===== config.mk =====
export PLATFORM = sky130hd
export DESIGN_NAME = postfix_logic_expression_evaluator
export DESIGN_NICKNAME = d
export VERILOG_FILES = /design/src/ple_pkg.sv /design/src/postfix_logic_expression_evaluator.sv /design/src/ple_token_decode.sv /design/src/ple_eval_core.sv
export SDC_FILE = /design/constraint.sdc
export NUM_CORES = 1
export LEC_CHECK = 0
export ABC_AREA = 1
export BUFFER_PORTS_ARGS = -buffer_cell sky130_fd_sc_hd__buf_2
export CORE_ASPECT_RATIO = 1.4
export CORE_MARGIN = 1
export CORE_UTILIZATION = 50
export CTS_CLUSTER_DIAMETER = 150
export DETAILED_ROUTE_END_ITERATION = 8
export GPL_TIMING_DRIVEN = 0
export PLACE_DENSITY_LB_ADDON = 0.3
export SLEW_MARGIN = 40
export SYNTH_ARGS = -nofsm -noshare
export SYNTH_HDL_FRONTEND = slang
export SYNTH_SLANG_ARGS = --single-unit

===== constraint.sdc =====
create_clock -name clock -period 6.3 [get_ports clock]
set_input_delay 1.575 -clock clock [delete_from_list [all_inputs] [get_ports clock]]
set_output_delay 1.575 -clock clock [all_outputs]
set_load 0.1 [all_outputs]

===== src/ple_pkg.sv =====
package ple_pkg;

   localparam int STACK_DEPTH = 32;
   localparam int DEPTH_W     = $clog2(STACK_DEPTH + 1);
   localparam int TOKEN_W     = 8;
   localparam int VAR_W       = 52;
   localparam int VAR_IDX_W   = $clog2(VAR_W);
   localparam int LETTERS     = 26;

   localparam logic [TOKEN_W-1:0] CH_UPPER_A = 8'h41;
   localparam logic [TOKEN_W-1:0] CH_UPPER_Z = 8'h5A;
   localparam logic [TOKEN_W-1:0] CH_LOWER_A = 8'h61;
   localparam logic [TOKEN_W-1:0] CH_LOWER_Z = 8'h7A;
   localparam logic [TOKEN_W-1:0] CH_OR      = 8'h56; // 'V'
   localparam logic [TOKEN_W-1:0] CH_NOT     = 8'h7E; // '~'
   localparam logic [TOKEN_W-1:0] CH_AND     = 8'h26; // '&'
   localparam logic [TOKEN_W-1:0] CH_IMP     = 8'h3E; // '>'
   localparam logic [TOKEN_W-1:0] CH_EQV     = 8'h3C; // '<'

   typedef enum logic [2:0] {
      TK_VAR,
      TK_NOT,
      TK_AND,
      TK_OR,
      TK_IMP,
      TK_EQV,
      TK_BAD
   } token_kind_type;

   typedef enum logic [2:0] {
      ST_OK             = 3'd0,
      ST_UNDERFLOW      = 3'd1,
      ST_BAD_CONNECTIVE = 3'd2,
      ST_DEPTH          = 3'd3,
      ST_OVERFLOW       = 3'd4
   } status_type;

   typedef struct packed {
      token_kind_type kind;
      logic           var_value;
   } token_info_type;

   typedef struct packed {
      logic       truth_value;
      status_type status;
   } result_type;

endpackage


===== src/postfix_logic_expression_evaluator.sv =====
// A last token's result is loaded into the result register as that token leaves the input register.
// Throughput: one token per cycle while no last token waits on the result register; the stack update is a single
// registered step between the input register and the result register.
// A stalled result blocks only a last token; other tokens keep flowing.
// Reset (synchronous, active high) empties the stack, clears the error and the
// variable register, and drops both valid flags.
module postfix_logic_expression_evaluator
   import ple_pkg::*;
(
   input  logic               clock,
   input  logic               reset,

   input  logic               csr_valid,
   output logic               csr_ready,
   input  logic [VAR_W-1:0]   csr_variable_values,

   input  logic               req_valid,
   output logic               req_ready,
   input  logic [TOKEN_W-1:0] req_token,
   input  logic               req_last_token,

   output logic               rsp_valid,
   input  logic               rsp_ready,
   output logic               rsp_truth_value,
   output logic [2:0]         rsp_status
);

   // variable assignment register, one truth bit per letter
   logic [VAR_W-1:0]   vars_ff;

   // input stage
   logic               in_valid_ff, in_valid_in;
   logic [TOKEN_W-1:0] token_ff;
   logic               last_ff;

   // result stage
   logic               rsp_valid_ff, rsp_valid_in;
   result_type         rsp_ff;

   token_info_type     info;
   result_type         result;
   logic               out_free;
   logic               advance;
   logic               req_xfer;

   // config writes are always taken
   assign csr_ready = 1'b1;

   // the input stage moves on unless it holds a last token and the result
   // register is still occupied
   assign out_free  = !rsp_valid_ff || rsp_ready;
   assign advance   = in_valid_ff && (!last_ff || out_free);
   assign req_ready = !in_valid_ff || advance;
   assign req_xfer  = req_valid && req_ready;

   always_comb begin
      if (req_xfer) begin
         in_valid_in = 1'b1;
      end else if (advance) begin
         in_valid_in = 1'b0;
      end else begin
         in_valid_in = in_valid_ff;
      end

      if (advance && last_ff) begin
         rsp_valid_in = 1'b1;
      end else if (rsp_ready) begin
         rsp_valid_in = 1'b0;
      end else begin
         rsp_valid_in = rsp_valid_ff;
      end
   end

   ple_token_decode u_decode (
      .token           (token_ff),
      .variable_values (vars_ff),
      .info            (info)
   );

   ple_eval_core u_core (
      .clock      (clock),
      .reset      (reset),
      .advance    (advance),
      .info       (info),
      .last_token (last_ff),
      .result     (result)
   );

   always_ff @(posedge clock) begin
      if (reset) begin
         in_valid_ff  <= 1'b0;
         rsp_valid_ff <= 1'b0;
         vars_ff      <= '0;
      end else begin
         in_valid_ff  <= in_valid_in;
         rsp_valid_ff <= rsp_valid_in;
         if (csr_valid && csr_ready) begin
            vars_ff <= csr_variable_values;
         end
      end
   end

   // payload registers
   always_ff @(posedge clock) begin
      if (req_xfer) begin
         token_ff <= req_token;
         last_ff  <= req_last_token;
      end
      if (advance && last_ff) begin
         rsp_ff <= result;
      end
   end

   assign rsp_valid       = rsp_valid_ff;
   assign rsp_truth_value = rsp_ff.truth_value;
   assign rsp_status      = rsp_ff.status;

   a_ready_when_empty: assert property (@(posedge clock) disable iff (reset)
      !in_valid_ff |-> req_ready)
      else $error("input stage empty but not ready");

   a_result_only_from_last: assert property (@(posedge clock) disable iff (reset)
      !rsp_valid_ff && !(advance && last_ff) |=> !rsp_valid_ff)
      else $error("result raised without a last token");

   a_bad_value_zero: assert property (@(posedge clock) disable iff (reset)
      rsp_valid_ff && rsp_ff.status != ST_OK |-> !rsp_ff.truth_value)
      else $error("true value reported with an error status");

endmodule


===== src/ple_token_decode.sv =====
module ple_token_decode
   import ple_pkg::*;
(
   input  logic [TOKEN_W-1:0] token,
   input  logic [VAR_W-1:0]   variable_values,
   output token_info_type     info
);

   logic [TOKEN_W-1:0]   upper_off;
   logic [TOKEN_W-1:0]   lower_off;
   logic [VAR_IDX_W-1:0] var_idx;
   logic                 is_upper;
   logic                 is_lower;

   assign upper_off = token - CH_UPPER_A;
   assign lower_off = token - CH_LOWER_A;
   assign is_upper  = (token >= CH_UPPER_A) && (token <= CH_UPPER_Z) && (token != CH_OR);
   assign is_lower  = (token >= CH_LOWER_A) && (token <= CH_LOWER_Z);

   always_comb begin
      var_idx = is_lower ? VAR_IDX_W'(lower_off + TOKEN_W'(LETTERS))
                         : VAR_IDX_W'(upper_off);
      info.var_value = variable_values[var_idx];
      if (is_upper || is_lower) begin
         info.kind = TK_VAR;
      end else begin
         unique case (token)
            CH_NOT:  info.kind = TK_NOT;
            CH_AND:  info.kind = TK_AND;
            CH_OR:   info.kind = TK_OR;
            CH_IMP:  info.kind = TK_IMP;
            CH_EQV:  info.kind = TK_EQV;
            default: info.kind = TK_BAD;
         endcase
      end
   end

endmodule


===== src/ple_eval_core.sv =====
module ple_eval_core
   import ple_pkg::*;
(
   input  logic           clock,
   input  logic           reset,
   input  logic           advance,
   input  token_info_type info,
   input  logic           last_token,
   output result_type     result
);

   // top of stack lives at index 0; push and pop shift the whole row
   logic [STACK_DEPTH-1:0] stack_ff, stack_in;
   logic [DEPTH_W-1:0]     depth_ff, depth_in, depth_upd;
   status_type             err_ff, err_in, err_upd;
   logic                   p, q, r;

   assign q = stack_ff[0];
   assign p = stack_ff[1];

   always_comb begin
      case (info.kind)
         TK_AND:  r = p & q;
         TK_OR:   r = p | q;
         TK_IMP:  r = ~p | q;
         default: r = ~(p ^ q);
      endcase
   end

   always_comb begin
      stack_in  = stack_ff;
      depth_upd = depth_ff;
      err_upd   = err_ff;
      if (err_ff == ST_OK) begin
         if (info.kind == TK_VAR) begin
            if (depth_ff == DEPTH_W'(STACK_DEPTH)) begin
               err_upd = ST_OVERFLOW;
            end else begin
               for (int i = STACK_DEPTH - 1; i > 0; i--) begin
                  stack_in[i] = stack_ff[i-1];
               end
               stack_in[0] = info.var_value;
               depth_upd   = depth_ff + DEPTH_W'(1);
            end
         end else if (info.kind == TK_NOT) begin
            if (depth_ff == '0) begin
               err_upd = ST_UNDERFLOW;
            end else begin
               stack_in[0] = ~stack_ff[0];
            end
         end else if (depth_ff < DEPTH_W'(2)) begin
            err_upd = ST_UNDERFLOW;
         end else if (info.kind == TK_BAD) begin
            err_upd = ST_BAD_CONNECTIVE;
         end else begin
            for (int i = 1; i < STACK_DEPTH - 1; i++) begin
               stack_in[i] = stack_ff[i+1];
            end
            stack_in[STACK_DEPTH-1] = 1'b0;
            stack_in[0]             = r;
            depth_upd               = depth_ff - DEPTH_W'(1);
         end
      end

      result.truth_value = 1'b0;
      if (err_upd != ST_OK) begin
         result.status = err_upd;
      end else if (depth_upd != DEPTH_W'(1)) begin
         result.status = ST_DEPTH;
      end else begin
         result.status      = ST_OK;
         result.truth_value = stack_in[0];
      end

      // expression closes: back to empty and error free
      if (last_token) begin
         depth_in = '0;
         err_in   = ST_OK;
      end else begin
         depth_in = depth_upd;
         err_in   = err_upd;
      end
   end

   always_ff @(posedge clock) begin
      if (reset) begin
         depth_ff <= '0;
         err_ff   <= ST_OK;
      end else if (advance) begin
         depth_ff <= depth_in;
         err_ff   <= err_in;
      end
   end

   always_ff @(posedge clock) begin
      if (advance) begin
         stack_ff <= stack_in;
      end
   end

   a_depth_bound: assert property (@(posedge clock) disable iff (reset)
      depth_ff <= DEPTH_W'(STACK_DEPTH))
      else $error("stack depth beyond capacity");

   a_clear_after_last: assert property (@(posedge clock) disable iff (reset)
      advance && last_token |=> depth_ff == '0 && err_ff == ST_OK)
      else $error("state not cleared after last token");

   a_error_freezes: assert property (@(posedge clock) disable iff (reset)
      advance && !last_token && err_ff != ST_OK |=> $stable(depth_ff) && $stable(err_ff))
      else $error("state moved while an error was latched");

endmodule

## Yosys cells after proc, flatten, opt, wreduce, memory -nomap -nowiden

Index checks and enable logic that the tools add are counted.

| storage, ports and cells | value |
|---|---|
| input bits | 66 |
| register bits after elaboration | 108 |
| word-level logic and storage cells | 102 |
| output and inout bits | 7 |

| cells by class | value |
|---|---|
| reduce and logical (&&, ||, !) cells | 21 |
| magnitude comparators | 6 |
| multiplexer cells | 35 |
| add/subtract/negate cells | 5 |
| equality and inequality tests | 17 |
| bitwise logic cells | 7 |

Operator list:

| cell | count |
|---|---|
| $mux W32 | 4 |
| $mux W6 | 8 |
| $mux W31 | 1 |
| $mux W3 | 10 |
| $eq A8 B6 Y1 const B | 3 |
| $eq A8 B7 Y1 const B | 2 |
| $ge A8 B7 Y1 const B | 2 |
| $le A8 B7 Y1 const B | 2 |
| $pmux W3 S5 | 1 |
| $sub A6 B1 Y6 const B | 2 |
| $mux W1 | 8 |
| $ne A8 B7 Y1 const B | 1 |
| $lt A6 B7 Y1 const B | 1 |
| $add A6 B1 Y6 const B | 1 |
| $add A6 B5 Y6 const B | 1 |
| $bmux W1 S6 | 1 |
| $eq A3 B2 Y1 const B | 2 |
| $eq A3 B3 Y1 const B | 2 |
| $eq A6 B6 Y1 const B | 1 |
| $logic_and A1 B1 Y1 | 6 |
| $logic_not A3 Y1 | 2 |
| $logic_not A6 Y1 | 1 |
| $lt A6 B2 Y1 const B | 1 |
| $ne A2 B1 Y1 const B | 3 |
| other kinds (16) | 25 |

## Longest topological paths before layout

Gate-level depths: netlist (run 1).

| depth | value |
|---|---|
| word-level depth | 14 |
| gate-level depth with buffers | 24 |
| depth with buffers taken out | 21 |

## Hierarchy

From an unflattened synthesis (run 1), not the netlist that was laid out.

| unflattened totals | value |
|---|---|
| cells, all modules | 771 |
| area total of the unflattened synthesis | 6000.8 um2 |

By module, submodules not included:

| module | area each (um2) | times used | sequential area each (um2) | cells an instance |
|---|---|---|---|---|
| ple_eval_core | 2503.7 | 1 | 1141.1 | 295 |
| postfix_logic_expression_evaluator | 2349.8 | 1 | 1471.4 | 258 |
| ple_token_decode | 1147.4 | 1 | 0.0 | 218 |

## Least setup slack after synthesis (run 1)

OpenSTA, ideal clock, no wires.

| timing | value |
|---|---|
| path type | reg-to-reg |
| start point | register token_ff[0] |
| end point | register u_core.stack_ff[10], enable pin |
| arrival time | 5218 ps |
| slack | 585 ps |
| data required time | 5803 ps |
| buffers on the path | 4 |
| stages on the path, launching flop included | 14 |
| period minus slack after synthesis | 5715 ps |
| library setup time | 497 ps |
| cell sequence | edfxtp_1 > buf_2 > inv_1 > buf_2 > buf_1 > ha_1 > nand3_1 > nand2_2 > nand2_4 > and2_4 > buf_6 > nor2_1 > a21oi_1 > nor4_1 |

| between the ends | value |
|---|---|
| cells in the longest elaborated chain, start to end | 8 |
| elaborated cells between the ends (all ways) | 24 |
| classes of those cells | order compare (4); eq/ne (12); mux (2); reduce/logical (6) |

Ends and longest elaborated chain:

| element | line | text |
|---|---|---|
| start: declaration | postfix_logic_expression_evaluator.sv:33 | `logic [TOKEN_W-1:0] token_ff;` |
| start signal: assignment | postfix_logic_expression_evaluator.sv:106 | `token_ff <= req_token;` |
| $ge A8 B7 Y1 or $le A8 B7 Y1 (tied branches) | ple_token_decode.sv:17 | `assign is_upper = (token >= CH_UPPER_A) && (token <= CH_UPPER_Z) && (token != CH_OR);` |
| $logic_and A1 B1 Y1 (2 in series) | ple_token_decode.sv:17 |  |
| $logic_or A1 B1 Y1 | ple_token_decode.sv:24 | `if (is_upper \|\| is_lower) begin` |
| $mux W3 (*) | ple_token_decode.sv:24 |  |
| $eq A3 B1 Y1 (tied with other cells) | ple_eval_core.sv:45 | `end else if (info.kind == TK_NOT) begin` |
| $ne A2 B1 Y1 (no source line) or $ne A2 B2 Y1 (tied branches) | n/a |  |
| $reduce_and A6 Y1 (no source line) (*) | n/a |  |
| end signal: assignment | ple_eval_core.sv:97 | `stack_ff <= stack_in;` |
| end: declaration | ple_eval_core.sv:13 | `logic [STACK_DEPTH-1:0] stack_ff, stack_in;` |

Mark *: on every way between the ends. The rest lies on a longest branch, timed or not.
A chain may end at the register's enable or synchronous reset.

## Worst setup path in the final report (run 1)

| timing | value |
|---|---|
| start point | register token_ff[0] |
| end point | register u_core.stack_ff[8], enable pin |

The elaborated chain is that of the path after synthesis.

==> results.json, run 1 <==
{
  "ant_nets": 0,
  "synthTopCellsByCount": "182 x nand2_1, 131 x nor2_1, 69 x inv_1",
  "viasPerCell": 5.30,
  "period_needed_ns": 4.27,
  "async_flop_share": 0,
  "preCtsSetupSlack_ns": 2.04,
  "slew_headroom": 0.612,
  "ff2ff_setup_slack_ns": 2.03,
  "combPwrFrac": 0.145,
  "layout-drive-gt1-share": 0.148,
  "syn_area_mm2": 0.00573,
  "critPathTopFamily": "buffers and inverters",
  "peakVddDrop_v": 0.000195,
  "final_area_mm2": 0.00662,
  "p_clk_frac": 0.371,
  "grt_antenna_before_repair": 0,
  "power_mw": 1.60,
  "ctsHoldBuffers": 0,
  "initial_core_util": 0.522,
  "cts_tree": "yes",
  "place_area_mm2": 0.00630,
  "cts_sinks": 108,
  "setup_ws_ns": 2.03,
  "postCtsSetupRepairBufs": 0,
  "status": "completed",
  "power_frac_seq": 0.484,
  "fin_worst_skew_ns": 0.00844,
  "cts_root_buf": "clkbuf_16",
  "final_util": 0.603,
  "core.rowCount": 45,
  "synthAdderAreaFrac": 0.0196,
  "routed_wl_mm": 13.5,
  "endpoint_kind": "flip-flop",
  "critPathBufInv": 8,
  "ys_ff_latch": 108,
  "cp_max_fo": 12,
  "dp.cells": 988,
  "cts_resized": 0,
  "core-area_mm2": 0.0110,
  "grt_pass1_vias": 5291,
  "holdCritPathClass": "flip-flop to flip-flop",
  "p_switching_mw": 0.429,
  "clockBufferDepth": 2,
  "crit_required_ns": 6.36,
  "fin_cells": 1004,
  "powerDensity_mw_per_mm2": 242,
  "period_share": 0.677,
  "synthSimpleGateAreaFrac": 0.298,
  "final.setup.tns_ns": 0,
  "grt_max_degree": 19,
  "syn-num-nets": 846,
  "yosysMostFrequentCell": "nand2_1",
  "maxCapViolations": 0,
  "maxSlewViolCount": 0,
  "worstSkewPairLatency_ns": 0.35,
  "cp_slowest_cell": "buf_1",
  "ys_top_cells_by_area": "edfxtp_1 24%, dfxtp_1 22%, nand2_1 12%",
  "num_io_pins": 73,
  "setup_viol": 0,
  "rsz0062_at_grt": "no",
  "avgRoutedWirePerCell_um": 13.5,
  "drt_iter0_markers": 234,
  "seq_area_frac_synth": 0.456,
  "antenna_cells": 0,
  "htreeDepth": 3,
  "place_hpwl_mm": 9.96,
  "die_height_um": 129,
  "fillers": 1020,
  "crit_type": "flip-flop to flip-flop",
  "hold_start": "u_core.err_ff[2]",
  "layout.nets": 933,
  "drt_first_pass_iters": 5,
  "cpPeakStageDelay_ns": 0.49,
  "synthMuxAreaShare": 0,
  "synth_area_per_cell_um2": 7.44,
  "switching_share": 0.268,
  "grt_usage": 0.239,
  "hold_viol": 0,
  "synthesis.instances": 771,
  "tightest_slew_ns": 0.581,
  "whs_ns": 0.496,
  "synth.largest_area_cell": "edfxtp_1",
  "die_w_um": 92.5,
  "gp_congestion": 0.860,
  "arrival_ns": 4.32,
  "die_area_mm2": 0.0119,
  "grt_pass1_wl_mm": 22.8,
  "vias": 5323,
  "startpoint": "token_ff[0]",
  "grt_overflow": 0,
  "crit_top_cell": "buf_2",
  "drc": 0,
  "portBuffers": 70,
  "ys_types": 36,
  "synth_compound_gate_area_share": 0.123,
  "intPower_mw": 1.17,
  "syn_to_final_growth_pct": 15.4,
  "synth_warnings": 0,
  "numCtsBuffers": 9,
  "synth_edf_count": 45,
  "synth_top_area_frac": 0.236,
  "crit_chain": "buf_2, inv_1, buf_2, buf_1, ha_1, nand3_1, nand2_2, nand2_4, and2_4, buf_6, nor2_1, a21oi_1, nor4_2, buf_2, buf_2, buf_2",
  "clk_pin_slew_worst_paths_ns": 0.07,
  "r2r_start": "token_ff[0]",
  "ys.flop_type": "dfxtp_1",
  "power.static_leakage_nw": 3.08,
  "synth_top_family_by_area": "simple AND/OR/NAND/NOR gates",
  "synth_xor_area_frac": 0.0183,
  "cp-start-kind": "flip-flop",
  "fmax_mhz": 234
}
power by group through the flow:
stage                     clock, mW  combinational [mW]  sequential, mW
final                         0.595               0.232           0.775
after global routing          0.634               0.262           0.778
after CTS                     0.603               0.232           0.775
after detailed placement          0               0.229           0.791
after global placement            0               0.223           0.790
after floorplan                   0               0.158           0.794
layout make-up:
class	count	area (um^2)	area share
sequential	108	2610	0.395
inverter	79	299	0.0452
multi-input combinational	543	2650	0.400
buffer	41	183	0.0276
tap	141	176	0.0267
clock inverter	6	68.8	0.0104
timing repair buffer	76	383	0.0579
clock buffer	10	250	0.0378
flip-flops by register name (all words and copies together) (netlist names), 3 cells and up:
name / flops
u_core.stack_ff: 32
rsp_status: 3
token_ff: 8
u_core.err_ff: 3
u_core.depth_ff: 6
vars_ff: 52
per-layer routing:
metal / wire length (um) / share of wire / GRT usage / vias to the layer above
met2: 7300 / 0.54 / 0.457 / 119
met5: 0 / 0 / 0 / -
met3: 430 / 0.032 / 0.0378 / 33
li1: - / - / - / 2707
met1: 5400 / 0.40 / 0.252 / 2464
met4: 384 / 0.028 / 0.111 / 0
cell usage in the layout (no fill, tap or decap), types with 29 or more instances in the layout:
master / instances
clkbuf_1: 29
inv_1: 69
buf_2: 80
dfxtp_1: 63
nand2_1: 182
nor2_1: 131
o21ai_0: 61
nand3_1: 60
o32ai_1: 29
edfxtp_1: 45
worst register-to-register path: cells and delay by family, from the launching register on:
family | cells | cell delay [ns]
buffers and inverters | 8 | 1.85
and+or+nand+nor | 6 | 1.23
AOI/OAI and AO/OA | 1 | 0.09
adders and majority gates | 1 | 0.35
DFF | 1 | 0.44
logic make-up after synthesis:
| kind of cell | Yosys count |
|---|---|
| adder cells (fa/ha/maj) | 9 |
| flip-flops | 108 |
| XOR/XNOR | 12 |
| buffers and inverters | 120 |
| AND/OR/NAND/NOR | 405 |
| other | 1 |
| AO/OA/AOI/OAI | 116 |
path summary, 6_finish.rpt:
check | end | cells past startpoint
setup reg to reg | u_core.stack_ff[8] | 16
setup / recovery | u_core.stack_ff[8] | 16
hold / removal | u_core.err_ff[2] | 2
hold reg to reg | u_core.err_ff[2] | 2
No activity file was read; power rests on OpenSTA's default activity.
==> run 2: changes to the inputs <==
- clock period: 6.3 -> 4.3 ns (I/O delays scaled with it)
==> results.json, run 2 (synthesis gave the netlist of run 1 again) <==
{
  "status": "completed",
  "initial_core_util": 0.522,
  "setup_viol": 0,
  "rsz0062_at_grt": "no",
  "power.static_leakage_nw": 3.05,
  "place_hpwl_mm": 9.98,
  "numCtsBuffers": 9,
  "cts_resized": 0,
  "die_w_um": 92.5,
  "portBuffers": 70,
  "cts_tree": "yes",
  "core.rowCount": 45,
  "routed_wl_mm": 13.1,
  "drt_iter0_markers": 186,
  "largest_registers": "vars_ff (52), u_core.stack_ff (32), token_ff (8)",
  "crit_type": "flip-flop to flip-flop",
  "vias": 5212,
  "syn_to_final_growth_pct": 15.1,
  "cts_sinks": 108,
  "grt_pass1_vias": 5104,
  "maxSlewViolCount": 0,
  "slew_headroom": 0.623,
  "htreeDepth": 3,
  "fin_cells": 1000,
  "hold_start": "vars_ff[18]",
  "grt_usage": 0.231,
  "num_io_pins": 73,
  "ff2ff_setup_slack_ns": 0.39,
  "layout.nets": 929,
  "clk_pin_slew_worst_paths_ns": 0.07,
  "r2r_start": "token_ff[0]",
  "mostFrequentLayoutCell": "nand2_1",
  "largest_register": "vars_ff",
  "tightest_slew_ns": 0.565,
  "largest_reg_flops": 52,
  "peakVddDrop_v": 0.000241,
  "postCtsSetupRepairBufs": 0,
  "period_share": 0.910,
  "cts_root_buf": "clkbuf_16",
  "grt_max_degree": 22,
  "crit_required_ns": 4.37,
  "cp-start-kind": "flip-flop",
  "setup_ws_ns": 0.389,
  "cp_max_fo": 21,
  "min_to": "vars_ff[18]",
  "ctsHoldBuffers": 0,
  "fmax_mhz": 256,
  "maxCapViolations": 0,
  "arrival_ns": 3.98,
  "holdCritPathClass": "flip-flop to flip-flop",
  "powerDensity_mw_per_mm2": 348,
  "ff2ff_path_depth": 15,
  "die_height_um": 129,
  "grt_overflow": 0,
  "drt_first_pass_iters": 5,
  "layout-drive-gt1-share": 0.146,
  "preCtsSetupSlack_ns": -0.0419,
  "drc": 0,
  "viasPerCell": 5.21,
  "worstSkewPairLatency_ns": 0.35,
  "antenna_cells": 0,
  "worstReg2RegEnd": "u_core.stack_ff[12]",
  "hold_viol": 0,
  "hold_depth": 2,
  "die_area_mm2": 0.0119,
  "layout_common_cells": "182 x nand2_1, 131 x nor2_1, 75 x buf_2, 69 x inv_1, 63 x dfxtp_1",
  "ant_nets": 0,
  "grt_pass1_wl_mm": 22.0,
  "endpoint_kind": "flip-flop",
  "fin_worst_skew_ns": 0.00511,
  "dp.cells": 985,
  "grt_antenna_before_repair": 0,
  "period_needed_ns": 3.91,
  "gp_congestion": 0.855,
  "final_util": 0.601,
  "core-area_mm2": 0.0110,
  "avgRoutedWirePerCell_um": 13.1,
  "clockBufferDepth": 2,
  "fillers": 1019
}
[run 2: changes by cell type in the layout (fill, tap and decap cells not counted), sizes merged]
cell and change:
clkbuf +1, buf -4, bufinv -1
[run 2: worst max-delay path by stage]
stage,end,startpoint,cells after the start,slack (ns)
after detailed placement,u_core.stack_ff[9],token_ff[0],16,-0.04
final,u_core.stack_ff[12],token_ff[0],15,0.39
after global routing,u_core.stack_ff[12],token_ff[0],15,0.12
after CTS,u_core.stack_ff[9],token_ff[0],15,0.37
after floorplan,u_core.stack_ff[10],token_ff[0],13,0.56
after global placement,u_core.stack_ff[8],token_ff[0],13,-0.49
[run 2: per-stage QoR]
step | instance area (um^2) | hold WS, ns | setup TNS (ns) | total power [mW]
after floorplan | 5750 | 0.458 | 0 | 1.40
after detailed placement | 6300 | 0.483 | -0.334 | 1.50
final | 6600 | 0.501 | 0 | 2.29
after global placement | 6270 | 0.475 | -15.29 | 1.49
after global routing | 6600 | 0.516 | 0 | 2.39
after CTS | 6600 | 0.501 | 0 | 2.30
[run 2: cell type report]
class                   instances  area (um^2)  area share
plain buffers                  40          179      0.0271
clock buffers                  11          254      0.0385
clock inverters                 5         43.8     0.00664
inverters                      79          299      0.0453
multi-input cells             543         2650       0.402
flip-flops and latches        108         2610       0.396
well taps                     141          176      0.0267
repair buffers                 73          380      0.0576
[run 2: metal layers]
metal  up-vias  wire length (um)  track usage
li1       2696                 -            -
met1      2383              5300        0.239
met2       105              7090        0.450
met3        28               381       0.0372
met4         0               333        0.105
met5         -                 0            0
[run 2: where the power goes]
part	switching, mW	internal (mW)
clock	0.386	0.435
sequential	0.0236	1.11
combinational	0.221	0.117
[run 2: worst max-delay path: stages, from the launching register on]
cell and delay, ns:
edfxtp_1 0.43, buf_2 0.22, inv_1 0.08, buf_2 0.35, ha_1 0.33, nand3_1 0.12
nand2_2 0.13, nand2_4 0.10, and2_4 0.19, buf_6 0.14, nor2_1 0.30, a21oi_1 0.14
nor4_4 0.48, buf_4 0.28, buf_6 0.17, buf_6 0.15
